### config.mk
export PLATFORM = sky130hd
export DESIGN_NAME = qrsa_div
export DESIGN_NICKNAME = d
export VERILOG_FILES = /design/src/sv/qrsa_div.sv
export SDC_FILE = /design/constraint.sdc
export NUM_CORES = 2
export LEC_CHECK = 0
export ABC_AREA = 1
export BUFFER_PORTS_ARGS = -buffer_cell sky130_fd_sc_hd__buf_4
export CAP_MARGIN = 25
export CELL_PAD_IN_SITES_DETAIL_PLACEMENT = 0
export CELL_PAD_IN_SITES_GLOBAL_PLACEMENT = 1
export CORE_MARGIN = 5
export CORE_UTILIZATION = 40
export CTS_CLUSTER_DIAMETER = 150
export DETAILED_ROUTE_END_ITERATION = 6
export PLACE_DENSITY_LB_ADDON = 0.25
export SLEW_MARGIN = 15
export SYNTH_ARGS = -nofsm -noshare
export SYNTH_HDL_FRONTEND = slang
export SYNTH_SLANG_ARGS = --single-unit
### constraint.sdc
create_clock -name i_clk -period 6.7 [get_ports i_clk]
set_clock_uncertainty 0.2 [all_clocks]
set_input_delay 1.005 -clock i_clk [delete_from_list [all_inputs] [get_ports i_clk]]
set_output_delay 1.005 -clock i_clk [all_outputs]
set_load 0.02 [all_outputs]
### src/sv/qrsa_div.sv
// ----------------------------------------------------------------------------
// qrsa_div
// Pipelined restoring divider, two lanes sharing one divisor. One quotient
// bit per stage, most significant first.
// ----------------------------------------------------------------------------
module qrsa_div #(
    parameter int unsigned NUM_W = 36,
    parameter int unsigned DEN_W = 24,
    parameter int unsigned Q_W   = 12
) (
    input  logic             i_clk,
    input  logic             i_rst_n,
    input  logic             i_vld,
    input  logic [NUM_W-1:0] i_num [2],
    input  logic [DEN_W-1:0] i_den,
    output logic             o_vld,
    output logic [Q_W-1:0]   o_quo [2]
);

    logic [NUM_W-1:0] w_rem_in [Q_W][2];
    logic [Q_W-1:0]   w_quo_in [Q_W][2];
    logic [NUM_W-1:0] w_dsh    [Q_W];
    logic             w_ge     [Q_W][2];
    logic [NUM_W-1:0] n_rem    [Q_W-1][2];
    logic [NUM_W-1:0] r_rem    [Q_W-1][2];
    logic [Q_W-1:0]   n_quo    [Q_W][2];
    logic [Q_W-1:0]   r_quo    [Q_W][2];
    logic [Q_W-1:0]   r_vld;

    for (genvar s = 0; s < Q_W; s++) begin : g_step
        localparam int unsigned SH = Q_W - 1 - s;

        assign w_dsh[s] = NUM_W'(i_den) << SH;

        for (genvar l = 0; l < 2; l++) begin : g_lane
            if (s == 0) begin : g_first
                assign w_rem_in[s][l] = i_num[l];
                assign w_quo_in[s][l] = '0;
            end else begin : g_next
                assign w_rem_in[s][l] = r_rem[s-1][l];
                assign w_quo_in[s][l] = r_quo[s-1][l];
            end

            assign w_ge[s][l]  = (w_rem_in[s][l] >= w_dsh[s]);
            assign n_quo[s][l] = w_quo_in[s][l] | (Q_W'(w_ge[s][l]) << SH);

            if (s < Q_W - 1) begin : g_rem
                assign n_rem[s][l] = w_ge[s][l] ? (w_rem_in[s][l] - w_dsh[s])
                                                : w_rem_in[s][l];
                always_ff @(posedge i_clk) begin
                    r_rem[s][l] <= n_rem[s][l];
                end
            end

            always_ff @(posedge i_clk) begin
                r_quo[s][l] <= n_quo[s][l];
            end
        end
    end

    always_ff @(posedge i_clk) begin
        if (!i_rst_n) begin
            r_vld <= '0;
        end else begin
            r_vld <= {r_vld[Q_W-2:0], i_vld};
        end
    end

    assign o_vld    = r_vld[Q_W-1];
    assign o_quo[0] = r_quo[Q_W-1][0];
    assign o_quo[1] = r_quo[Q_W-1][1];

endmodule

==> flow_summary_export.csv <==
group,metric,value,unit
worst_setup_path,reg2reg_slack,3.42,ns
synth,ys_warn_count,0,
power_and_ir_drop,max-vdd-ir-drop,0.250,mV
synth,syn_area,70000,um^2
placed_design,place_area,73500,um^2
clocking,cts.path.max_buffers,3,
drt,drt.antenna.violating_nets,0,
drt,wl_per_cell,20.0,um
drt,firstDrtPassIters,7,
placed_design,gp_congestion,0.982,
synth,syn_avg_cell_area,6.15,um^2
global_route,overflow,0,
timing,worst_pin_slew,1.08,ns
worst_setup_path,crit_type,"primary input to flop",
global_route,antenna_found_initial,5,
drt,wirelength,280,mm
clocking,cts_tree,"built",
floorplanning,floorplan.initialDensity,40.2,%
finish,area_growth,11.0,%
status,status,"finished with violations",
synth,synth_nets,12100,
global_route,grt_pass1_wl,420,mm
floorplanning,rows,153,
worst_setup_path,cp-end-kind,"flop",
min_path,hp-class,"flop to flop",
floorplanning,pin_count,124,
timing,finalSetupViolCount,0,
synth,ys.flop_type,"dfxtp_1",
synth,syn_inst,11400,
clocking,clkLatencyLatePin,0.77,ns
drt,num_vias,73500,
worst_setup_path,r2r_cells,11,
placed_design,place_hpwl,227,mm
floorplanning,die-height,428,um
drt,drtIter0Drc,6472,
placed_design,io_buffers,123,
timing,max_freq,238,MHz
finish,fin_area,77700,um^2
status,failed_checks,"design-rule violations",
timing,finalCritPeriodShare,62.6,%
timing,maxSlewHeadroom,27.7,%
clocking,cts_setup_buffers,0,
power_and_ir_drop,p_leak,0.0409,uW
synth,synth-seq-area-share,27.5,%
drt,drc,7,
clocking,cts_resized,0,
timing,min_period,4.19,ns
clocking,clk_pin_slew_worst_paths,0.06,ns
finish,drive_gt1_share,4.26,%
global_route,grt_pass1_vias,69800,
floorplanning,coreArea,174000,um^2
clocking,cts-root-buf,"clkbuf_16",
finish,final_cell_mix,"4249 x nand2_1, 1563 x inv_1, 960 x nor2_1, 960 x dfxtp_1, 694 x a21oi_1",
clocking,clkSinkCount,960,
finish,final.fill_count,18700,
global_route,grt_usage,29.2,%
timing,drv_slew,0,
floorplanning,die_x,428,um
worst_setup_path,cp-start-kind,"primary input",
worst_setup_path,arrival,4.62,ns
flow_run,max-cap-violations,0,
worst_setup_path,reg2reg_from,"r_rem[9][47]",
timing,hold_violations,0,
drt,avgViaCountPerCell,5.25,
worst_setup_path,crit_end,"r_rem[3][63]",
synth,async_reset_ff_share,0,%
clocking,htree_levels,3,
worst_setup_path,reg2reg_to,"r_rem[10][56]",
synth,synth.distinct_cells,46,
timing,tns,0,ns
power_and_ir_drop,power.density,515,nW/um^2
clocking,ctsHoldBuffers,0,
worst_setup_path,critPathLaunch,"i_den[6]",
finish,nets,12300,
worst_setup_path,required,7.13,ns
finish,final_common_cell,"nand2_1",
global_route,grt_max_degree,45,
floorplanning,die-area,183000,um^2
timing,rsz0062_at_grt,"false",
worst_setup_path,critPathMaxFanout,29,
clocking,numCtsBuffers,113,
synth,synth_edf_count,0,
synth,ys_ff_latch,960,
where the power goes:
part	internal [uW]	switching [uW]	total, uW
Sequential	8160	2200	10400
Clock	4050	2750	6800
Combinational	7470	15300	22800
Total	19700	20300	40000
metal layers:
metal	routed length, um	vias up	track usage [%]	part of all wire (%)
met5	0	-	0	0
met4	10100	0	9.78	3.6
met3	17600	453	3.36	6.3
met2	122000	2489	47.0	44
met1	130000	33800	40.7	46
li1	-	36700	-	-
cell type report:
class	count	area, um^2	area share (%)
multi-input cells	8705	44000	56.6
flip-flops and latches	960	19200	24.7
inverters	1595	5990	7.71
clock buffers	143	3160	4.07
well taps	2325	2910	3.75
repair buffers	180	1470	1.89
clock inverters	70	946	1.22
diodes	3	7.51	0.00967
how the worst min path moves through the flow:
stage | from | endpoint | slack (ns) | depth (start not counted)
after floorplan | r_quo[9][10] | r_quo[10][10] | 0.11 | 0
after global placement | r_quo[10][22] | r_quo[11][22] | 0.11 | 0
after detailed placement | r_quo[5][19] | r_quo[6][19] | 0.11 | 0
after CTS | i_num[39] | r_rem[0][39] | 0.08 | 1
after global routing | i_num[0] | r_rem[0][0] | 0.11 | 1
final | r_quo[4][22] | r_quo[5][22] | 0.12 | 0
cells in the mapped netlist (49+ instances only):
master	n	area share (%)
nand2_1	4249	23
inv_1	1586	8.5
dfxtp_1	960	27
nor2_1	960	5.1
a21oi_1	694	5.0
nand3_1	637	4.6
ha_1	576	10
o21ai_0	469	3.4
nand4_1	306	2.7
xor2_1	228	2.9
nor3_1	151	1.1
xnor2_1	91	1.1
o21ai_1	54	0.39
nand3b_1	49	0.53
critical path, cell delays in order:
cell and delay [ns]:
buf_4 0.11, inv_2 0.45, buf_4 0.53, ha_1 0.29, nand2_1 0.15, nor2_1 0.41
nand4_1 0.14, nor2_1 0.37, nand3_1 0.15, nand3_2 0.10, buf_4 0.32, inv_2 0.29
nand2_1 0.12, nand2_1 0.10
registers in the layout, indices dropped and copies added, names as in the netlist:
register and flops:
r_rem 792, r_quo 156, r_vld 12
per-stage QoR:
| step | setup WS, ns | total power, uW | hold slack, ns | cells | util [%] |
|---|---|---|---|---|---|
| finish | 2.51 | 40000 | 0.117 | 14000 | 44.6 |
| detailed placement | 1.78 | 32700 | 0.112 | 13800 | 42.2 |
| global route | 2.34 | 43300 | 0.110 | 14000 | 44.6 |
| floorplan | 3.32 | 25600 | 0.110 | 11400 | - |
| global placement | 1.75 | 32700 | 0.110 | 13800 | 42.2 |
| CTS | 2.63 | 39700 | 0.0790 | 14000 | 44.6 |
cells by family after synthesis:
logic type / Yosys count / share of synthesized area (%)
buf+inv: 1708 / 9.75
compound gates: 1287 / 9.50
flops: 960 / 27.5
xor+xnor: 319 / 3.99
fa+ha+maj: 598 / 10.9
simple gates: 6501 / 38.4
No activity file was read; power rests on OpenSTA's default activity.
