## config.mk

```make
export PLATFORM = sky130hd
export DESIGN_NAME = qrsa_regs
export DESIGN_NICKNAME = d
export VERILOG_FILES = /design/src/sv/qrsa_pkg.sv /design/src/sv/qrsa_regs.sv
export SDC_FILE = /design/constraint.sdc
export NUM_CORES = 1
export LEC_CHECK = 0
export BUFFER_PORTS_ARGS = -buffer_cell sky130_fd_sc_hd__buf_2
export CAP_MARGIN = 5
export CORE_MARGIN = 5
export CORE_UTILIZATION = 40
export DETAILED_ROUTE_END_ITERATION = 8
export PLACE_DENSITY = 0.67
export SLEW_MARGIN = 20
export SYNTH_ARGS = -nofsm -noshare
export SYNTH_HDL_FRONTEND = slang
export SYNTH_SLANG_ARGS = --single-unit
export TNS_END_PERCENT = 20
```

## constraint.sdc

```tcl
create_clock -name i_clk -period 11.4 [get_ports i_clk]
set_input_delay 1.71 -clock i_clk [delete_from_list [all_inputs] [get_ports i_clk]]
set_output_delay 1.71 -clock i_clk [all_outputs]
set_load 0.01 [all_outputs]
```

## src/sv/qrsa_pkg.sv

```systemverilog
// ----------------------------------------------------------------------------
// qrsa_pkg
// Shared widths, register map and configuration type for the quad to
// rectangle source address generator.
// ----------------------------------------------------------------------------
package qrsa_pkg;

    localparam int unsigned CORNER_W = 24;
    localparam int unsigned RECT_W   = 12;
    localparam int unsigned SRC_W    = 13;
    localparam int unsigned OUT_W    = 12;
    localparam int unsigned IDX_W    = 24;
    localparam int unsigned DIV_W    = 2 * RECT_W;

    localparam int unsigned ADDR_W   = 5;
    localparam int unsigned DATA_W   = 32;
    localparam int unsigned SEL_W    = 3;

    localparam logic [SEL_W-1:0] REG_CORNER_A   = 3'd0;
    localparam logic [SEL_W-1:0] REG_CORNER_B   = 3'd1;
    localparam logic [SEL_W-1:0] REG_CORNER_C   = 3'd2;
    localparam logic [SEL_W-1:0] REG_CORNER_D   = 3'd3;
    localparam logic [SEL_W-1:0] REG_RECT_WIDTH = 3'd4;
    localparam logic [SEL_W-1:0] REG_RECT_HEIGHT = 3'd5;
    localparam logic [SEL_W-1:0] REG_SRC_WIDTH  = 3'd6;
    localparam logic [SEL_W-1:0] REG_SRC_HEIGHT = 3'd7;

    typedef struct packed {
        logic [CORNER_W-1:0] corner_a;
        logic [CORNER_W-1:0] corner_b;
        logic [CORNER_W-1:0] corner_c;
        logic [CORNER_W-1:0] corner_d;
        logic [RECT_W-1:0]   rect_width;
        logic [RECT_W-1:0]   rect_height;
        logic [SRC_W-1:0]    src_width;
        logic [SRC_W-1:0]    src_height;
    } t_cfg;

endpackage

```

## src/sv/qrsa_regs.sv

```systemverilog
// ----------------------------------------------------------------------------
// qrsa_regs
// Configuration register file on the APB-style port, plus the registered
// divisor (effective width times effective height).
// ----------------------------------------------------------------------------
module qrsa_regs (
    input  logic                          i_clk,
    input  logic                          i_rst_n,
    input  logic                          psel,
    input  logic                          penable,
    input  logic                          pwrite,
    input  logic [qrsa_pkg::ADDR_W-1:0]   paddr,
    input  logic [qrsa_pkg::DATA_W-1:0]   pwdata,
    output logic [qrsa_pkg::DATA_W-1:0]   prdata,
    output logic                          pready,
    output qrsa_pkg::t_cfg                o_cfg,
    output logic [qrsa_pkg::DIV_W-1:0]    o_divisor
);
    import qrsa_pkg::*;

    t_cfg               r_cfg;
    t_cfg               n_cfg;
    logic [DIV_W-1:0]   r_div;
    logic [DIV_W-1:0]   n_div;
    logic [SEL_W-1:0]   w_sel;
    logic               w_wr;
    logic [RECT_W-1:0]  w_weff;
    logic [RECT_W-1:0]  w_heff;

    assign pready = 1'b1;
    assign w_sel  = paddr[ADDR_W-1:2];
    assign w_wr   = psel & penable & pwrite & pready;

    always_comb begin
        n_cfg = r_cfg;
        if (w_wr) begin
            unique case (w_sel)
                REG_CORNER_A:    n_cfg.corner_a    = pwdata[CORNER_W-1:0];
                REG_CORNER_B:    n_cfg.corner_b    = pwdata[CORNER_W-1:0];
                REG_CORNER_C:    n_cfg.corner_c    = pwdata[CORNER_W-1:0];
                REG_CORNER_D:    n_cfg.corner_d    = pwdata[CORNER_W-1:0];
                REG_RECT_WIDTH:  n_cfg.rect_width  = pwdata[RECT_W-1:0];
                REG_RECT_HEIGHT: n_cfg.rect_height = pwdata[RECT_W-1:0];
                REG_SRC_WIDTH:   n_cfg.src_width   = pwdata[SRC_W-1:0];
                REG_SRC_HEIGHT:  n_cfg.src_height  = pwdata[SRC_W-1:0];
                default:         n_cfg = r_cfg;
            endcase
        end
    end

    always_comb begin
        unique case (w_sel)
            REG_CORNER_A:    prdata = DATA_W'(r_cfg.corner_a);
            REG_CORNER_B:    prdata = DATA_W'(r_cfg.corner_b);
            REG_CORNER_C:    prdata = DATA_W'(r_cfg.corner_c);
            REG_CORNER_D:    prdata = DATA_W'(r_cfg.corner_d);
            REG_RECT_WIDTH:  prdata = DATA_W'(r_cfg.rect_width);
            REG_RECT_HEIGHT: prdata = DATA_W'(r_cfg.rect_height);
            REG_SRC_WIDTH:   prdata = DATA_W'(r_cfg.src_width);
            REG_SRC_HEIGHT:  prdata = DATA_W'(r_cfg.src_height);
            default:         prdata = '0;
        endcase
    end

    assign w_weff = (r_cfg.rect_width == '0) ? RECT_W'(1) : r_cfg.rect_width;
    assign w_heff = (r_cfg.rect_height == '0) ? RECT_W'(1) : r_cfg.rect_height;
    assign n_div  = DIV_W'(w_weff) * DIV_W'(w_heff);

    always_ff @(posedge i_clk) begin
        if (!i_rst_n) begin
            r_cfg <= '{corner_a: '0, corner_b: '0, corner_c: '0, corner_d: '0,
                       rect_width: '0, rect_height: '0,
                       src_width: SRC_W'(1), src_height: SRC_W'(1)};
            r_div <= DIV_W'(1);
        end else begin
            r_cfg <= n_cfg;
            r_div <= n_div;
        end
    end

    assign o_cfg     = r_cfg;
    assign o_divisor = r_div;

endmodule

```

==> impl_metrics.py, run 1 <==
metrics = {
    "cells_and_area": {
        "final_common_cell": "nand2_1",
        "drive_above_1_share_pct": 19.1,
        "layout_common_cells": "nand2_1, buf_2, dfxtp_1",
        "final_cell_count_no_fill": 1982,
        "areaGrowthSynthToFinish_pct": 15.0,
        "final_core_util_pct": 46.5,
        "fin_nets": 1783,
        "antenna_cells": 0,
    },
    "timing": {
        "tns_ns": 0,
        "setup_viol": 0,
        "finalClockSkew_ns": 0.00690,
        "rsz0062_at_grt": "no",
        "finalMaxSlewViolations": 0,
        "max_clock_freq_mhz": 166,
        "hold_ws_ns": 0.470,
        "max_slew_margin_pct": 27.7,
        "fin_crit_sh_pct": 53.0,
        "worst-slew-pin-transition_ns": 1.08,
        "final_hold_viol_count": 0,
        "min_period_ns": 6.04,
    },
    "logic_synthesis": {
        "yosys-top-cells-area": "dfxtp_1, fa_1, nand2_1, ha_1, a21oi_1",
        "synth_edf_count": 0,
        "async_flop_share_pct": 0,
        "yosysTopAreaCell": "dfxtp_1",
        "ys_types": 57,
        "synth-main-ff-cell": "dfxtp_1",
        "ys_warn_count": 0,
        "yosysSeqAreaShare_pct": 28.4,
        "syn_inst": 1428,
        "yosys.area.top_type_share_pct": 28.4,
        "avgSynthCellArea_sq_um": 8.39,
        "ys_ff_latch": 170,
        "syn_area_sq_mm": 0.0120,
    },
    "detailed_routing": {
        "ant_nets": 0,
        "drc": 0,
        "firstDrtPassIters": 5,
        "vias": 10500,
        "routedWlPerCell_microns": 18.2,
        "viasPerCell": 5.30,
        "wl_microns": 36200,
        "drt_iter0_drc": 838,
    },
    "die": {
        "coreArea_sq_mm": 0.0296,
        "fp.dieW_microns": 183,
        "dieArea_sq_mm": 0.0335,
        "row_count": 63,
        "ioPinCount": 245,
        "die_h_microns": 183,
        "initial_utilization_pct": 40.4,
    },
    "setup_path": {
        "slowest_stage": "a31oi_1",
        "worstPathMaxFanout": 16,
        "regToRegSetupSlack_ns": 5.36,
        "start_kind": "flop",
        "cp.arrival_ns": 6.40,
        "path_delay_family": "adder cells",
        "critPathKind": "flop to flop",
        "required_ns": 11.76,
        "crit_buf_inv": 3,
        "cp_cell_sequence": "nor4_1 > a31oi_1 > nand2b_1 > fa_1 > fa_1 > inv_1 > fa_1 > fa_1 > inv_1 > fa_1 > inv_1 > ha_1 > a21o_1 > nand2b_1 > o21a_1 > a211oi_1 > mux2i_1",
        "critPathMaxStageDelay_ns": 0.85,
        "critPathCaptureType": "flop",
        "crit_top_cell": "fa_1",
    },
    "clock_tree": {
        "cts.sinks": 170,
        "cts_setup_buffers": 0,
        "cts_tree": "yes",
        "post_cts_resized": 0,
        "root_buffer": "clkbuf_16",
        "clkLatencyLatePin_ns": 0.43,
        "cts.clk_slew.worst_paths_ns": 0.08,
        "cts_buffers": 17,
        "hold_buffers": 0,
        "h-tree-depth": 4,
        "max-clock-path-buffers": 2,
    },
    "global_routing": {
        "grt_max_degree": 101,
        "grt-ovfl-total": 0,
        "grt_pass1_wl_microns": 56700,
        "antenna_found_initial": 1,
        "grt_usage_pct": 21.1,
        "grt_pass1_vias": 10200,
    },
    "place": {
        "dp_hpwl_microns": 25900,
        "io_buffer_count": 225,
        "dp_cells": 1950,
        "gp_congestion": 0.873,
    },
    "min_path": {
        "hold_class": "flop to flop",
    },
    "power": {
        "switching_share_pct": 27.7,
        "ir_drop_uv": 77.2,
        "p_comb_share_pct": 6.7,
        "p_clk_share_pct": 45.7,
        "p_sw_mw": 0.351,
        "p_per_area_mw_per_mm2": 91.9,
        "leakage_nw": 6.50,
        "intPower_mw": 0.916,
        "p_seq_share_pct": 47.6,
    },
    "flow_run": {
        "maxCapViolCount": 0,
    },
    "outcome": {
        "outcome": "completed",
    },
}
## tightest hold or removal path, cell delays in order (launching register included)
cell     delay, ns
dfxtp_1       0.32
nand2_1       0.05
a21oi_1       0.05
## cell families after synthesis
family,after synthesis,synth area share [%]
other,2,0.0627
AND/OR/NAND/NOR,556,20.6
XOR/XNOR,7,0.626
multiplexers,76,8.35
AO/OA/AOI/OAI,208,10.2
adder cells (fa/ha/maj),162,23.2
flip-flops,170,28.4
buffers and inverters,247,8.54
## state kept, by name, indices dropped and copies added (netlist names)
register   count
o_divisor     24
o_cfg        146
## path summary, 6_finish.rpt
check | from | endpoint | cells after the start
setup / recovery | o_cfg[43] | o_divisor[20] | 17
hold / removal | o_cfg[114] | o_cfg[114] | 2
setup reg to reg | o_cfg[43] | o_divisor[20] | 17
hold reg to reg | o_cfg[114] | o_cfg[114] | 2
## stage by stage
stage | instance area [sq um] | worst slack, ns | total power [mW]
floorplan | 12000 | 6.45 | 0.672
global route | 13800 | 5.03 | 1.31
detailed placement | 13200 | 5.41 | 0.702
CTS | 13800 | 5.38 | 1.28
global placement | 13200 | 5.46 | 0.700
finish | 13800 | 5.36 | 1.27
## power by group through the flow
stage	Combinational (mW)	Sequential (mW)	Clock (mW)
3_5_place_dp	0.0842	0.617	0
4_1_cts	0.0844	0.603	0.590
6_report	0.0847	0.604	0.579
2_1_floorplan	0.0553	0.617	0
5_1_grt	0.0921	0.604	0.613
3_3_place_gp	0.0830	0.617	0
## area by class of cell
cell class                      count  area, sq um
Tap cell                          390          488
Multi-Input combinational cell   1018         7600
Fill cell                        2956        15900
Inverter                          138          520
Clock inverter                     14          146
Timing Repair Buffer              234         1190
Sequential cell                   170         3400
Clock buffer                       18          429
## routing by layer
metal / global-route usage (%) / wire length (microns) / vias up / part of all wire (%)
met5: 0 / 0 / - / 0
met4: 6.11 / 799 / 0 / 2.2
met3: 4.05 / 2500 / 57 / 6.9
met2: 34.9 / 17500 / 396 / 48
met1: 28.4 / 15400 / 5164 / 43
li1: - / - / 4887 / -
## Yosys cell counts (8+ instances only)
cell,number
clkbuf_1,67
buf_2,23
a21oi_1,134
nand3_1,15
fa_1,100
buf_4,16
nand2_1,319
nor3_1,9
nor2_1,85
mux4_2,19
nor2b_1,17
o21ai_0,12
and2_1,69
dfxtp_1,170
nand2b_1,15
inv_1,137
ha_1,62
mux2i_1,55
a211oi_1,8
(Power assumes the default switching activity.)
==> run 2: changes to the inputs <==
==> constraint.sdc (replaced) <==
create_clock -name i_clk -period 5.7 [get_ports i_clk]
set_input_delay 0.855 -clock i_clk [delete_from_list [all_inputs] [get_ports i_clk]]
set_output_delay 0.855 -clock i_clk [all_outputs]
set_load 0.01 [all_outputs]
==> impl_metrics.py, run 2 (synthesis gave the netlist of run 1 again) <==
metrics = {
    "setup_path": {
        "r2r-start": "o_cfg[29]",
        "required_ns": 6.02,
        "cp_cell_sequence": "nor4_1 > a31o_2 > nand2_1 > fa_1 > inv_1 > fa_1 > fa_1 > inv_1 > fa_1 > inv_1 > ha_1 > a21oi_1 > nand2_1 > o21ai_0 > o21ai_0 > mux2i_1",
        "startpoint": "o_cfg[29]",
        "worstPathMaxFanout": 16,
        "slowest_stage": "fa_1",
        "cp.arrival_ns": 5.57,
        "critPathMaxStageDelay_ns": 0.55,
        "rr_endpoint": "o_divisor[17]",
        "critPathCaptureType": "flop",
        "regToRegSetupSlack_ns": 0.45,
        "ff2ff_path_depth": 16,
        "critPathKind": "flop to flop",
        "start_kind": "flop",
        "cp-endpoint": "o_divisor[17]",
        "crit_top_cell": "fa_1",
    },
    "timing": {
        "worst-slew-pin-transition_ns": 1.09,
        "finalMaxSlewViolations": 0,
        "min_period_ns": 5.25,
        "hold_ws_ns": 0.468,
        "finalClockSkew_ns": 0.0169,
        "final_hold_viol_count": 0,
        "rsz0062_at_grt": "no",
        "max_slew_margin_pct": 27.1,
        "max_clock_freq_mhz": 190,
        "fin_crit_sh_pct": 92.1,
        "tns_ns": 0,
        "setup_viol": 0,
    },
    "clock_tree": {
        "cts_buffers": 17,
        "post_cts_resized": 0,
        "cts_tree": "yes",
        "root_buffer": "clkbuf_16",
        "cts.sinks": 170,
        "clkLatencyLatePin_ns": 0.44,
        "max-clock-path-buffers": 2,
        "cts.clk_slew.worst_paths_ns": 0.09,
        "h-tree-depth": 4,
        "cts_setup_buffers": 0,
        "hold_buffers": 0,
    },
    "power": {
        "p_per_area_mw_per_mm2": 187,
        "ir_drop_uv": 188,
        "leakage_nw": 6.62,
        "power_mw": 2.61,
    },
    "detailed_routing": {
        "ant_nets": 0,
        "firstDrtPassIters": 5,
        "drc": 0,
        "viasPerCell": 5.26,
        "drt_iter0_drc": 1051,
        "routedWlPerCell_microns": 18.1,
        "vias": 10500,
        "wl_microns": 36100,
    },
    "die": {
        "initial_utilization_pct": 40.4,
        "ioPinCount": 245,
        "die_h_microns": 183,
        "fp.dieW_microns": 183,
        "dieArea_sq_mm": 0.0335,
        "row_count": 63,
        "coreArea_sq_mm": 0.0296,
    },
    "flow_run": {
        "maxCapViolCount": 0,
    },
    "global_routing": {
        "antenna_found_initial": 1,
        "grt_max_degree": 65,
        "grt-ovfl-total": 0,
        "grt_pass1_wl_microns": 57800,
        "grt_usage_pct": 21.4,
        "grt_pass1_vias": 10400,
    },
    "cells_and_area": {
        "largest_reg_flops": 146,
        "fin_nets": 1800,
        "fin_area_sq_mm": 0.0140,
        "layout_common_cells": "nand2_1, buf_2, dfxtp_1",
        "areaGrowthSynthToFinish_pct": 16.7,
        "drive_above_1_share_pct": 20.0,
        "final_common_cell": "nand2_1",
    },
    "place": {
        "io_buffer_count": 225,
        "gp_congestion": 0.864,
        "placed_cell_area_sq_mm": 0.0133,
        "dp_hpwl_microns": 26200,
    },
    "outcome": {
        "outcome": "completed",
    },
    "min_path": {
        "hold_class": "flop to flop",
    },
}
-- run 2: cell types whose count changed in the layout (fill, tap and decap cells not counted), sizes merged --
cell / change
buf: +17
clkbuf: -1
clkinv: +5
diode: +1
inv: -4
-- run 2: worst min-delay path by stage --
stage	start	end	slack, ns	cells past startpoint
after floorplan	o_cfg[85]	o_cfg[85]	0.49	2
after global placement	o_cfg[86]	o_cfg[86]	0.45	2
after detailed placement	o_cfg[97]	o_cfg[97]	0.46	2
after CTS	o_cfg[107]	o_cfg[107]	0.47	2
after global routing	o_cfg[95]	o_cfg[95]	0.49	2
final	o_cfg[85]	o_cfg[85]	0.47	2
-- run 2: critical path, delay by kind of cell (launching register included) --
kind	cells	cell delay, ns
adder cells (fa/ha/maj)	5	2.38
flip-flops	1	0.53
AO/OA/AOI/OAI	4	1.28
multiplexers	1	0.15
buffers and inverters	3	0.14
AND/OR/NAND/NOR	3	0.66
-- run 2: stage by stage --
step           util, %  setup WS, ns  std cells
2_1_floorplan        -         0.747       1435
3_3_place_gp      45.0         0.608       1966
3_5_place_dp      45.0         0.520       1966
4_1_cts           47.1         0.488       1998
5_1_grt           47.2         0.106       2000
6_report          47.2         0.448       2000
-- run 2: layout make-up --
class | instances | area, sq um
multi-input combinational | 1018 | 7610
sequential | 170 | 3400
inverter | 138 | 520
tap | 390 | 488
timing repair buffer | 251 | 1330
clock inverter | 15 | 213
fill | 2939 | 15600
antenna | 1 | 2.50
clock buffer | 17 | 425
-- run 2: power by group --
part	internal (mW)	switching [mW]	leakage, nW
Clock	0.607	0.625	0.299
Combinational	0.0533	0.123	4.95
Sequential	1.20	0.00812	1.37
-- run 2: layer usage --
layer / part of all wire, % / vias up / GRT usage [%]
met2: 47 / 465 / 34.4
met1: 42 / 5091 / 29.2
met3: 7.2 / 63 / 3.61
met5: 0 / - / 0
met4: 3.1 / 0 / 7.54
li1: - / 4907 / -
